### src/hdl/tag_frame_text_extractor_core_assert.svh
// Assertion macros shared by the tag frame text extractor modules.
`ifndef TAG_FRAME_TEXT_EXTRACTOR_CORE_ASSERT_SVH
`define TAG_FRAME_TEXT_EXTRACTOR_CORE_ASSERT_SVH

// Checked property, switched off while reset is asserted.
`define TFTE_ASSERT(lbl, prop, msg) \
  lbl: assert property (@(posedge clk_i) disable iff (!rst_ni) prop) else $error(msg);

// Checked property that also holds while reset is asserted.
`define TFTE_ASSERT_ALWAYS(lbl, prop, msg) \
  lbl: assert property (@(posedge clk_i) prop) else $error(msg);

`endif

### src/hdl/tfte_pkg.sv
// Types, constants and helpers for the tag frame text extractor.
`default_nettype none

package tfte_pkg;

  // Configuration register indexes.
  localparam int unsigned CfgIdxW = 1;
  localparam logic [CfgIdxW-1:0] CfgFrameId   = 1'b0;
  localparam logic [CfgIdxW-1:0] CfgMaxLength = 1'b1;

  // Register reset values.
  localparam logic [31:0] FrameIdRst   = 32'h5449_5432;
  localparam logic [7:0]  MaxLengthRst = 8'd32;

  // The identifier must be found within this many leading bytes.
  localparam logic [9:0] SearchLimit = 10'd512;

  // Result kinds.
  localparam logic [1:0] KindText     = 2'd0;
  localparam logic [1:0] KindEnd      = 2'd1;
  localparam logic [1:0] KindNotFound = 2'd2;

  // Stop characters.
  localparam logic [7:0] ChT = 8'h54;
  localparam logic [7:0] ChC = 8'h43;
  localparam logic [7:0] ChP = 8'h50;
  localparam logic [7:0] ChM = 8'h4D;
  localparam logic [7:0] ChA = 8'h41;

  // Encoding byte value that selects UTF-16 with byte order mark.
  localparam logic [7:0] EncUtf16 = 8'd1;

  // Parser phases, one-hot.
  typedef enum logic [7:0] {
    PhSearch = 8'b0000_0001,
    PhToSize = 8'b0000_0010,
    PhSize   = 8'b0000_0100,
    PhToEnc  = 8'b0000_1000,
    PhEnc    = 8'b0001_0000,
    PhToText = 8'b0010_0000,
    PhText   = 8'b0100_0000,
    PhDone   = 8'b1000_0000
  } phase_e;

  // One result item.
  typedef struct packed {
    logic [7:0] text_byte;
    logic [1:0] kind;
    logic       final_res;
  } res_t;

  // Configuration values seen by the parser.
  typedef struct packed {
    logic [31:0] frame_id;
    logic [7:0]  max_length;
  } cfg_t;

  // True for a byte that may end the text.
  function automatic logic is_stop(input logic [7:0] b, input logic wide);
    logic stop;
    stop = (b == ChT) || (b == ChC) || (b == ChP) || (b == ChM);
    return stop || (wide && (b == ChA));
  endfunction

endpackage

`default_nettype wire

### src/hdl/tfte_cfg.sv
// Configuration registers of the tag frame text extractor.
`default_nettype none

module tfte_cfg (
  input  wire logic                         clk_i,
  input  wire logic                         rst_ni,
  input  wire logic                         cfg_valid_i,
  input  wire logic [tfte_pkg::CfgIdxW-1:0] cfg_index_i,
  input  wire logic [31:0]                  cfg_data_i,
  output tfte_pkg::cfg_t                    cfg_o
);

  logic [31:0] frame_id_q;
  logic [7:0]  max_length_q;

  // Register writes, decoded by index.
  always_ff @(posedge clk_i or negedge rst_ni) begin
    if (!rst_ni) begin
      frame_id_q   <= tfte_pkg::FrameIdRst;
      max_length_q <= tfte_pkg::MaxLengthRst;
    end else if (cfg_valid_i) begin
      unique case (cfg_index_i)
        tfte_pkg::CfgFrameId:   frame_id_q   <= cfg_data_i;
        tfte_pkg::CfgMaxLength: max_length_q <= cfg_data_i[7:0];
        default: ;
      endcase
    end
  end

  assign cfg_o = '{frame_id: frame_id_q, max_length: max_length_q};

endmodule

`default_nettype wire

### src/hdl/tfte_parser.sv
// Byte-by-byte frame search and text extraction state machine.
`default_nettype none

module tfte_parser (
  input  wire logic           clk_i,
  input  wire logic           rst_ni,
  input  wire logic           in_fire_i,
  input  wire logic [7:0]     data_byte_i,
  input  wire logic           buffer_end_i,
  input  wire tfte_pkg::cfg_t cfg_i,
  output logic                res_valid_o,
  output tfte_pkg::res_t      res_o
);

  `include "tag_frame_text_extractor_core_assert.svh"

  tfte_pkg::phase_e phase_q, phase_d;
  logic [23:0] id_window_q, id_window_d;
  logic [1:0]  skip_q, skip_d;
  logic [7:0]  copied_q, copied_d;
  logic [7:0]  text_len_q, text_len_d;
  logic [7:0]  threshold_q, threshold_d;
  logic        wide_q, wide_d;
  logic        odd_q, odd_d;
  logic [9:0]  byte_pos_q, byte_pos_d;

  logic [31:0] word;
  logic        in_window;
  logic        hit;
  logic [7:0]  limit;
  logic [7:0]  thr_full;
  logic [7:0]  copied_inc;
  logic [1:0]  skip_dec;
  logic        wide_enc;

  // Shared terms of the next-state logic.
  always_comb begin
    word       = {id_window_q, data_byte_i};
    in_window  = byte_pos_q < tfte_pkg::SearchLimit;
    hit        = (byte_pos_q >= 10'd3) && in_window && (word == cfg_i.frame_id);
    limit      = (cfg_i.max_length != 8'd0) ? cfg_i.max_length - 8'd1 : 8'd0;
    thr_full   = (text_len_q > 8'd2) ? text_len_q - 8'd2 : 8'd1;
    copied_inc = copied_q + 8'd1;
    skip_dec   = skip_q - 2'd1;
    wide_enc   = data_byte_i == tfte_pkg::EncUtf16;
  end

  // Next state and the result caused by the current byte.
  always_comb begin
    phase_d     = phase_q;
    id_window_d = id_window_q;
    skip_d      = skip_q;
    copied_d    = copied_q;
    text_len_d  = text_len_q;
    threshold_d = threshold_q;
    wide_d      = wide_q;
    odd_d       = odd_q;
    byte_pos_d  = byte_pos_q;
    res_valid_o = 1'b0;
    res_o       = '{text_byte: 8'd0, kind: tfte_pkg::KindEnd, final_res: 1'b1};

    unique case (phase_q)
      tfte_pkg::PhSearch: begin
        id_window_d = word[23:0];
        if (in_window) begin
          byte_pos_d = byte_pos_q + 10'd1;
        end
        if (hit) begin
          phase_d     = tfte_pkg::PhToSize;
          skip_d      = 2'd3;
          res_valid_o = buffer_end_i;
        end else begin
          res_valid_o = buffer_end_i;
          res_o.kind  = tfte_pkg::KindNotFound;
        end
      end
      tfte_pkg::PhToSize, tfte_pkg::PhToEnc, tfte_pkg::PhToText: begin
        skip_d      = skip_dec;
        res_valid_o = buffer_end_i;
        if (skip_dec == 2'd0) begin
          case (phase_q)
            tfte_pkg::PhToSize: phase_d = tfte_pkg::PhSize;
            tfte_pkg::PhToEnc:  phase_d = tfte_pkg::PhEnc;
            default:            phase_d = tfte_pkg::PhText;
          endcase
        end
      end
      tfte_pkg::PhSize: begin
        text_len_d  = (data_byte_i > limit) ? limit : data_byte_i;
        phase_d     = tfte_pkg::PhToEnc;
        skip_d      = 2'd2;
        res_valid_o = buffer_end_i;
      end
      tfte_pkg::PhEnc: begin
        wide_d      = wide_enc;
        threshold_d = wide_enc ? {1'b0, thr_full[7:1]} : thr_full;
        copied_d    = 8'd0;
        odd_d       = 1'b0;
        if (text_len_q == 8'd0) begin
          phase_d     = tfte_pkg::PhDone;
          res_valid_o = 1'b1;
        end else begin
          res_valid_o = buffer_end_i;
          if (wide_enc) begin
            phase_d = tfte_pkg::PhToText;
            skip_d  = 2'd2;
          end else begin
            phase_d = tfte_pkg::PhText;
          end
        end
      end
      tfte_pkg::PhText: begin
        if (odd_q) begin
          // Second byte of a UTF-16 unit is dropped.
          odd_d       = 1'b0;
          res_valid_o = buffer_end_i;
        end else if ((copied_q >= threshold_q) && tfte_pkg::is_stop(data_byte_i, wide_q)) begin
          phase_d     = tfte_pkg::PhDone;
          res_valid_o = 1'b1;
        end else begin
          copied_d        = copied_inc;
          odd_d           = wide_q;
          res_valid_o     = 1'b1;
          res_o.text_byte = data_byte_i;
          res_o.kind      = tfte_pkg::KindText;
          if (copied_inc >= text_len_q) begin
            phase_d = tfte_pkg::PhDone;
          end else begin
            res_o.final_res = buffer_end_i;
          end
        end
      end
      tfte_pkg::PhDone: ;
      default: phase_d = tfte_pkg::PhSearch;
    endcase

    // The end of every buffer starts a fresh search.
    if (buffer_end_i) begin
      phase_d     = tfte_pkg::PhSearch;
      id_window_d = 24'd0;
      skip_d      = 2'd0;
      copied_d    = 8'd0;
      text_len_d  = 8'd0;
      threshold_d = 8'd0;
      wide_d      = 1'b0;
      odd_d       = 1'b0;
      byte_pos_d  = 10'd0;
    end
  end

  // State registers advance only on an accepted item.
  always_ff @(posedge clk_i or negedge rst_ni) begin
    if (!rst_ni) begin
      phase_q     <= tfte_pkg::PhSearch;
      id_window_q <= 24'd0;
      skip_q      <= 2'd0;
      copied_q    <= 8'd0;
      text_len_q  <= 8'd0;
      threshold_q <= 8'd0;
      wide_q      <= 1'b0;
      odd_q       <= 1'b0;
      byte_pos_q  <= 10'd0;
    end else if (in_fire_i) begin
      phase_q     <= phase_d;
      id_window_q <= id_window_d;
      skip_q      <= skip_d;
      copied_q    <= copied_d;
      text_len_q  <= text_len_d;
      threshold_q <= threshold_d;
      wide_q      <= wide_d;
      odd_q       <= odd_d;
      byte_pos_q  <= byte_pos_d;
    end
  end

  // Every buffer end outside the idle phase closes with a final result.
  `TFTE_ASSERT(a_end_gives_final, in_fire_i && buffer_end_i && (phase_q != tfte_pkg::PhDone) |-> res_valid_o && res_o.final_res, "buffer end without final result")
  // A buffer end always returns the parser to the search.
  `TFTE_ASSERT(a_end_restarts, in_fire_i && buffer_end_i |=> phase_q == tfte_pkg::PhSearch, "no restart after buffer end")
  // Only text results carry a byte.
  `TFTE_ASSERT(a_byte_only_text, res_valid_o && (res_o.kind != tfte_pkg::KindText) |-> res_o.text_byte == 8'd0, "byte on non-text result")
  // The search position never runs past the limit.
  `TFTE_ASSERT(a_pos_bound, byte_pos_q <= tfte_pkg::SearchLimit, "search position overrun")

endmodule

`default_nettype wire

### src/hdl/tfte_out_stage.sv
// Output register with a skid entry so input and output stalls are decoupled.
`default_nettype none

module tfte_out_stage (
  input  wire logic           clk_i,
  input  wire logic           rst_ni,
  input  wire logic           push_i,
  input  wire tfte_pkg::res_t res_i,
  output logic                ready_o,
  output logic                valid_o,
  input  wire logic           take_i,
  output tfte_pkg::res_t      res_o
);

  `include "tag_frame_text_extractor_core_assert.svh"

  logic           out_valid_q, skid_valid_q;
  tfte_pkg::res_t out_q, skid_q;
  logic           pop;

  assign pop     = out_valid_q && take_i;
  assign ready_o = !skid_valid_q;
  assign valid_o = out_valid_q;
  assign res_o   = out_q;

  // Valid flags of the output and skid entries.
  always_ff @(posedge clk_i or negedge rst_ni) begin
    if (!rst_ni) begin
      out_valid_q  <= 1'b0;
      skid_valid_q <= 1'b0;
    end else if (skid_valid_q) begin
      if (pop) begin
        skid_valid_q <= 1'b0;
      end
    end else if (push_i) begin
      if (out_valid_q && !pop) begin
        skid_valid_q <= 1'b1;
      end else begin
        out_valid_q <= 1'b1;
      end
    end else if (pop) begin
      out_valid_q <= 1'b0;
    end
  end

  // Payload of the output and skid entries.
  always_ff @(posedge clk_i) begin
    if (skid_valid_q) begin
      if (pop) begin
        out_q <= skid_q;
      end
    end else if (push_i) begin
      if (out_valid_q && !pop) begin
        skid_q <= res_i;
      end else begin
        out_q <= res_i;
      end
    end
  end

  // The skid entry is only used behind a full output register.
  `TFTE_ASSERT(a_skid_behind_out, skid_valid_q |-> out_valid_q, "skid entry without output entry")
  // A push is never offered while the stage is full.
  `TFTE_ASSERT(a_no_push_full, skid_valid_q |-> !push_i, "push into full stage")
  // The reserved kind code never reaches the output.
  `TFTE_ASSERT(a_kind_legal, out_valid_q |-> !(out_q.kind[1] && out_q.kind[0]), "illegal result kind")

endmodule

`default_nettype wire

### src/hdl/tag_frame_text_extractor_core.sv
// Top level of the tag frame text extractor.
// The slave stream carries the tag buffer one byte per item in tdata, with tlast
// on the final byte. The block looks for the configured four-character frame
// identifier, reads the size and encoding header and emits the frame text on the
// master stream: tdata holds the text byte, tuser the result kind (0 text byte,
// 1 end of text, 2 frame not found) and tlast marks the last result of a buffer.
// A byte gives zero or one result; one item is taken per cycle while input ready
// is high, so throughput is then one byte per clock. Each result is registered
// in the output register behind the parser logic. When the receiver stalls, one
// further result is held in a skid entry and input ready then falls until the
// output drains; no result is lost or repeated. Reset clears the search state
// and returns frame_id to "TIT2" and max_length to 32; no clearing pass is needed.
// The configuration channel is always ready and is written by the user only
// while the block is idle, not enforced by it: index 0 frame_id, 1 max_length.
`default_nettype none

module tag_frame_text_extractor_core (
  input  wire logic                         clk_i,
  input  wire logic                         rst_ni,
  // Slave stream.
  input  wire logic                         s_axis_tvalid_i,
  output logic                              s_axis_tready_o,
  input  wire logic [7:0]                   s_axis_tdata_i,  // [7:0] data_byte
  input  wire logic                         s_axis_tlast_i,  // buffer_end
  // Master stream.
  output logic                              m_axis_tvalid_o,
  input  wire logic                         m_axis_tready_i,
  output logic [7:0]                        m_axis_tdata_o,  // [7:0] text_byte
  output logic [1:0]                        m_axis_tuser_o,  // [1:0] kind
  output logic                              m_axis_tlast_o,  // final_res
  // Configuration write channel.
  input  wire logic                         cfg_valid_i,
  output logic                              cfg_ready_o,
  input  wire logic [tfte_pkg::CfgIdxW-1:0] cfg_index_i,
  input  wire logic [31:0]                  cfg_data_i
);

  tfte_pkg::cfg_t cfg;
  tfte_pkg::res_t res, out_res;
  logic           res_valid;
  logic           in_fire;

  assign cfg_ready_o = 1'b1;
  assign in_fire     = s_axis_tvalid_i && s_axis_tready_o;

  tfte_cfg u_cfg (
    .clk_i       (clk_i),
    .rst_ni      (rst_ni),
    .cfg_valid_i (cfg_valid_i),
    .cfg_index_i (cfg_index_i),
    .cfg_data_i  (cfg_data_i),
    .cfg_o       (cfg)
  );

  tfte_parser u_parser (
    .clk_i        (clk_i),
    .rst_ni       (rst_ni),
    .in_fire_i    (in_fire),
    .data_byte_i  (s_axis_tdata_i),
    .buffer_end_i (s_axis_tlast_i),
    .cfg_i        (cfg),
    .res_valid_o  (res_valid),
    .res_o        (res)
  );

  tfte_out_stage u_out (
    .clk_i   (clk_i),
    .rst_ni  (rst_ni),
    .push_i  (in_fire && res_valid),
    .res_i   (res),
    .ready_o (s_axis_tready_o),
    .valid_o (m_axis_tvalid_o),
    .take_i  (m_axis_tready_i),
    .res_o   (out_res)
  );

  assign m_axis_tdata_o = out_res.text_byte;
  assign m_axis_tuser_o = out_res.kind;
  assign m_axis_tlast_o = out_res.final_res;

endmodule

`default_nettype wire

### config.mk
export PLATFORM = sky130hd
export DESIGN_NAME = tag_frame_text_extractor_core
export DESIGN_NICKNAME = d
export VERILOG_FILES = /design/src/hdl/tfte_pkg.sv /design/src/hdl/tfte_cfg.sv /design/src/hdl/tfte_parser.sv /design/src/hdl/tfte_out_stage.sv /design/src/hdl/tag_frame_text_extractor_core.sv
export VERILOG_INCLUDE_DIRS = /design/src /design/src/hdl
export SDC_FILE = /design/constraint.sdc
export NUM_CORES = 1
export LEC_CHECK = 0
export ABC_CLOCK_PERIOD_IN_PS = 6850
export BUFFER_PORTS_ARGS = -buffer_cell sky130_fd_sc_hd__buf_2
export CORE_UTILIZATION = 39
export CTS_BUF_LIST = sky130_fd_sc_hd__clkbuf_8 sky130_fd_sc_hd__clkbuf_16
export CTS_CLUSTER_DIAMETER = 200
export DETAILED_ROUTE_END_ITERATION = 8
export PLACE_DENSITY_LB_ADDON = 0.12
export SYNTH_ARGS = -nofsm -noshare
export SYNTH_HDL_FRONTEND = slang
export SYNTH_HIERARCHICAL = 1
export SYNTH_SLANG_ARGS = --single-unit
### constraint.sdc
create_clock -name clk_i -period 6.85 [get_ports clk_i]
set_input_delay 1.0275 -clock clk_i [delete_from_list [all_inputs] [get_ports clk_i]]
set_output_delay 1.0275 -clock clk_i [all_outputs]
set_load 0.03 [all_outputs]
* After elaboration in Yosys (flattened, before gate mapping)
Index checks and enable logic that the tools add are counted.
** Storage, ports and cells
- Output and inout port bits :: 14
- Memory bits (writable) :: 0
- Latch bits :: 0
- Memories kept :: 0
- Word-level logic and storage cells :: 157
- ROM bits :: 0
- Register bits :: 134
- Input bits :: 47
** Cells by class
- Muxes and demuxes :: 59
- Reduce and logical (&&, ||, !) cells :: 40
- Shifts and indexed selects :: 0
- Divide/modulo/power cells :: 0
- $add $sub $neg :: 5
- Multipliers :: 0
- Equality and inequality tests :: 26
- Magnitude comparators :: 6
- Bitwise operators :: 2
** Operators with widths (number)
- $mux 8 :: 19
- $mux 11 :: 6
- $eq 8x7->1 const B :: 6
- $mux 24 :: 2
- $pmux 8 s6 :: 1
- $eq 32x32->1 :: 1
- $mux 10 :: 3
- $eq 8x1->1 const B :: 2
- $ge 8x8->1 :: 2
- $mux 1 :: 16
- $pmux 8 s2 :: 1
- $pmux 7 s2 :: 1
- $reduce_and 2->1 :: 6
- $reduce_and 3->1 :: 4
- $reduce_bool 2->1 :: 6
- $add 10x1->10 const B :: 1
- $ge 10x2->1 const B :: 1
- $lt 10x10->1 const B :: 1
- $mux 2 :: 5
- $ne 3x2->1 const B :: 3
- $ne 3x3->1 const B :: 3
- $add 8x1->8 const B :: 1
- $eq 8x2->1 const B :: 1
- $eq 8x3->1 const B :: 1
- other kinds (31) :: 45

* Longest topological paths before layout
- Word-level depth :: 12
- Mapped depth :: 14
- Mapped depth without buffers :: 14

* Hierarchy
Netlist, hierarchy kept.
** By module, submodules not included
- tfte_parser :: seq. area each 1752.9 µm², area each 4927.2 µm², instances 1, cells each 538
- tfte_cfg :: seq. area each 1017.2 µm², area each 1635.3 µm², instances 1, cells each 86
- tfte_out_stage :: seq. area each 710.7 µm², area each 943.4 µm², instances 1, cells each 46
- tag_frame_text_extractor_core :: seq. area each 0.0 µm², area each 23.8 µm², instances 1, cells each 4

* Least setup slack after synthesis
Ideal clock, no wire load.
- Path type :: register -> register
- Start :: register u_cfg.max_length_q[4]
- End :: register u_parser.text_len_q[2]
- Arrival time :: 2.904 ns
- Path buffers :: 0
- Cell stages (with the launch flop) :: 10
- Setup slack :: 3.867 ns
- Clock period less this slack :: 2.983 ns
- Required time :: 6.772 ns
- Library setup time :: 0.078 ns
- Path through :: dfrtp_1 > or4_1 > nor4b_2 > nand2b_1 > ha_1 > and3_1 > a32oi_2 > mux2i_1 > nand2_1 > o21ai_1
** On the way
- Word-level cells in the longest chain between the ends :: 6
- Elaborated cells between the ends (all ways) :: 7
- Those cells by class :: 1 x add/sub; 1 x order compare; 4 x mux; 1 x reduce/logical
** Ends and longest elaborated chain
- start, declared :: RTL line tfte_cfg.sv:14 : logic [7:0] max_length_q;
- start signal, assigned :: RTL line tfte_cfg.sv:20 : max_length_q <= tfte_pkg::MaxLengthRst;
- start signal, assigned :: RTL line tfte_cfg.sv:24 : tfte_pkg::CfgMaxLength: max_length_q <= cfg_data_i[7:0];
- $sub 8x1->8 or $reduce_bool 8->1 (tied branches) :: RTL line tfte_parser.sv:41 : limit = (cfg_i.max_length != 8'd0) ? cfg_i.max_length - 8'd1 : 8'd0;
- $mux 8 * :: RTL line tfte_parser.sv:41
- $gt 8x8->1 :: RTL line tfte_parser.sv:89 : text_len_d = (data_byte_i > limit) ? limit : data_byte_i;
- $mux 8 * :: RTL line tfte_parser.sv:89
- $mux 8 * :: RTL line tfte_parser.sv:62 : unique case (phase_q)
- $mux 8 * :: RTL line tfte_parser.sv:138 : if (buffer_end_i) begin
- end signal, assigned :: RTL line tfte_parser.sv:168 : text_len_q <= text_len_d;
- end, declared :: RTL line tfte_parser.sv:21 : logic [7:0] text_len_q, text_len_d;
Mark *: on every way between the ends. The rest lies on a longest branch, timed or not. The select of a mux whose other input is x is not followed.
A chain may end at the register's enable or synchronous reset.

* Worst setup path after layout
Ends and elaborated chain as after synthesis.

==> impl_metrics.yaml <==
finish:
  area_growth_syn_to_layout_pct: 14.0
  diodes: 0
  nets: 805
  design_area_um2: 8590
  n_fill_cell: 1779
  multi_input_area_um2: 3750
  final_cell_count_no_fill: 1001
  register_area_um2: 3480
  drive_above_1_share_pct: 25.4
cts:
  clockBufferDepth: 2
  post_cts_buffers: 0
  clkSinkCount: 134
  tritoncts: "yes"
  cts_buffers: 17
  clk_pin_slew_ns: 0.06
  hold_buffers: 0
  cts-root-buf: "clkbuf_16"
  cts_resized: 0
  htreeDepth: 4
  insertion_delay_ns: 0.42
sta:
  min_period_over_period_pct: 49.0
  drv_slew: 0
  finalSetupViolations: 0
  fmax_mhz: 298
  setup_tns_ns: 0
  period_minus_slack_ns: 3.36
  hold_violations: 0
  max_slew_margin_pct: 29.1
  tightestPinTransition_ns: 1.06
  rsz0062_at_grt: "no"
  finClkSkew_ns: 0.00830
synth:
  async_flop_share_pct: 83.6
  synth-edff-count: 22
  seq_area_frac_synth_pct: 46.2
  syn_nets: 751
  synthMostInstantiatedCell: "dfrtp_1"
  netlist_area_um2: 7530
  netlist_instances: 674
  synth_top_flop_cell: "dfrtp_1"
  avgSynthCellArea_um2: 11.2
  ys_top_cells_by_count: "98 x dfrtp_1, 47 x nand2_1, 42 x mux2_4"
  ys_types: 72
  synth_area_leaders: "dfrtp_1 33%, edfxtp_1 8.8%, mux2_4 8.4%"
  ys_seq_elements: 134
  synth_top_area_share_pct: 32.6
  synth_top_cell_by_area: "dfrtp_1"
  synth_warnings: 6
setup_path:
  cpLargestDelayFamily: "simple AND/OR/NAND/NOR gates"
  critPathLaunchType: "register"
  max_stage_delay_ns: 0.58
  setup.worst_path.class: "register to register"
  slowest_stage: "or4_1"
  crit_fanout: 10
  worstPathCellList: "or4_1 -> nor4b_2 -> nor2_1 -> inv_1 -> ha_1 -> and4_1 -> a32oi_2 -> mux2i_1 -> nand2_1 -> o21ai_1"
  cp_num_buf_inv: 1
  r2r_setup_slack_ns: 3.49
  required_ns: 7.19
  worstPathArrival_ns: 3.70
  cp-end-kind: "register"
global_route:
  grt_pass1_wl_mm: 29.4
  track_usage_pct: 19.1
  grt_pass1_vias: 5524
  grt_max_degree: 85
  grt-ovfl-total: 0
  antenna_found_initial: 0
route:
  vias: 5351
  drcViolationCount: 0
  vias_per_cell: 5.35
  drtIter0Drc: 241
  routed_wl_mm: 17.6
  final_antenna_net_count: 0
  dr.pass1.iters: 4
  wire_per_inst_um: 17.6
power_and_ir_drop:
  power_w: 0.00277
  p_leak_nw: 3.74
  irDropWorstVdd_uv: 204
  p_per_area_nw_per_um2: 322
floorplanning:
  design.die.area_um2: 19900
  rows: 50
  start_util_pct: 40.0
  core_um2: 18800
  fp.dieH_um: 141
  boundaryPins: 61
  die_w_um: 141
placed_design:
  place_hpwl_mm: 12.7
  io_buffers: 59
  placed_area_um2: 8010
  gp_congestion: 0.846
  dpl.cell_count: 969
min_path:
  hold_class: "register to register"
flow_run:
  drv_cap: 0
status:
  outcome: "completed"
[metal layers]
layer | vias up | GRT usage (%) | routed length [µm]
li1 | 2580 | - | -
met4 | 0 | 6.92 | 255
met1 | 2660 | 25.1 | 8170
met2 | 95 | 31.2 | 8570
met5 | - | 0 | 0
met3 | 16 | 4.01 | 586
[final cells by class]
cell class,instances,share of cell area (%)
Sequential cell,134,40.5
Timing Repair Buffer,62,3.73
Inverter,36,1.57
Clock buffer,18,5.12
Tap cell,260,3.79
Multi-Input combinational cell,477,43.7
Clock inverter,14,1.56
[cells by family (layout without fill, tap and decap cells)]
group                      Yosys count  in the layout  share of synthesized area, %
xor gates and xnor gates            48             48                          5.58
DFF                                134            134                          46.2
other                                1              1                        0.0498
and+or+nand+nor                    191            191                          13.8
buffers and inverters               63            130                          4.05
muxes                               69             69                          12.2
adders and majority gates           30             30                          4.99
AOI/OAI and AO/OA                  138            138                          13.1
[layout by cell type (no fill, tap or decap), types with 4 or more instances in the layout]
cell type   n
a22o_1     29
a21oi_1    31
mux2_2     16
xnor2_1    41
nand2_1    47
a32o_1      5
inv_1      35
nand2b_1    6
a21o_1      5
nor2_1     38
ha_1       30
o211ai_1    5
dfrtp_1    98
buf_4       4
o31ai_1     5
nor2b_1     4
nand4_1    12
nor3_1     15
xor2_1      7
nor4_1      9
nand3_1    14
dfstp_2    14
clkbuf_16  17
nor2_2      4
mux2i_1    11
o21ai_0    18
and3_1     17
o21ai_1    14
mux2_4     42
buf_2      58
edfxtp_1   22
[power by group]
group | internal (W) | total (W) | switching [W]
clock | 0.000541 | 0.000895 | 0.000354
sequential | 0.000982 | 0.00113 | 0.000145
combinational | 0.000339 | 0.000747 | 0.000408
total | 0.00186 | 0.00277 | 0.000907
[flip-flops by register name, summed over array words and instances (netlist names)]
register	count
u_parser/copied_q	8
u_parser/id_window_q	24
u_out/skid_valid_q	1
u_parser/threshold_q	8
u_parser/skip_q	2
u_parser/phase_q	8
u_out/valid_o	1
u_parser/text_len_q	8
u_parser/byte_pos_q	10
u_cfg/max_length_q	8
u_out/res_o	11
u_parser/wide_q	1
u_parser/odd_q	1
u_cfg/frame_id_q	32
u_out/skid_q	11
[tightest hold or removal path, stage by stage, from the launching register on]
cell and delay [ns]:
dfrtp_1 0.34, nand2_1 0.05, o21ai_1 0.06
[per-stage QoR]
step / worst slack [ns] / hold WS [ns] / util (%)
final: 3.49 / 0.489 / 45.6
after global routing: 3.19 / 0.528 / 45.6
after CTS: 3.49 / 0.491 / 45.6
after detailed placement: 3.41 / 0.477 / 42.6
after global placement: 3.47 / 0.474 / 42.6
after floorplan: 3.87 / 0.456 / -
[path summary, 6_finish.rpt]
check	start	to	cells past startpoint
setup / recovery	u_cfg/max_length_q[4]$_DFFE_PN0P_	u_parser/text_len_q[2]$_DFFE_PN0P_	10
hold reg to reg	u_parser/threshold_q[4]$_DFFE_PN0P_	u_parser/threshold_q[4]$_DFFE_PN0P_	2
max in group asynchronous	rst_ni	u_parser/wide_q$_DFFE_PN0P_	2
min in group asynchronous	rst_ni	u_cfg/frame_id_q[18]$_DFFE_PN0P_	1
setup reg to reg	u_cfg/max_length_q[4]$_DFFE_PN0P_	u_parser/text_len_q[2]$_DFFE_PN0P_	10
hold / removal	u_parser/threshold_q[4]$_DFFE_PN0P_	u_parser/threshold_q[4]$_DFFE_PN0P_	2
(Power assumes the default switching activity.)
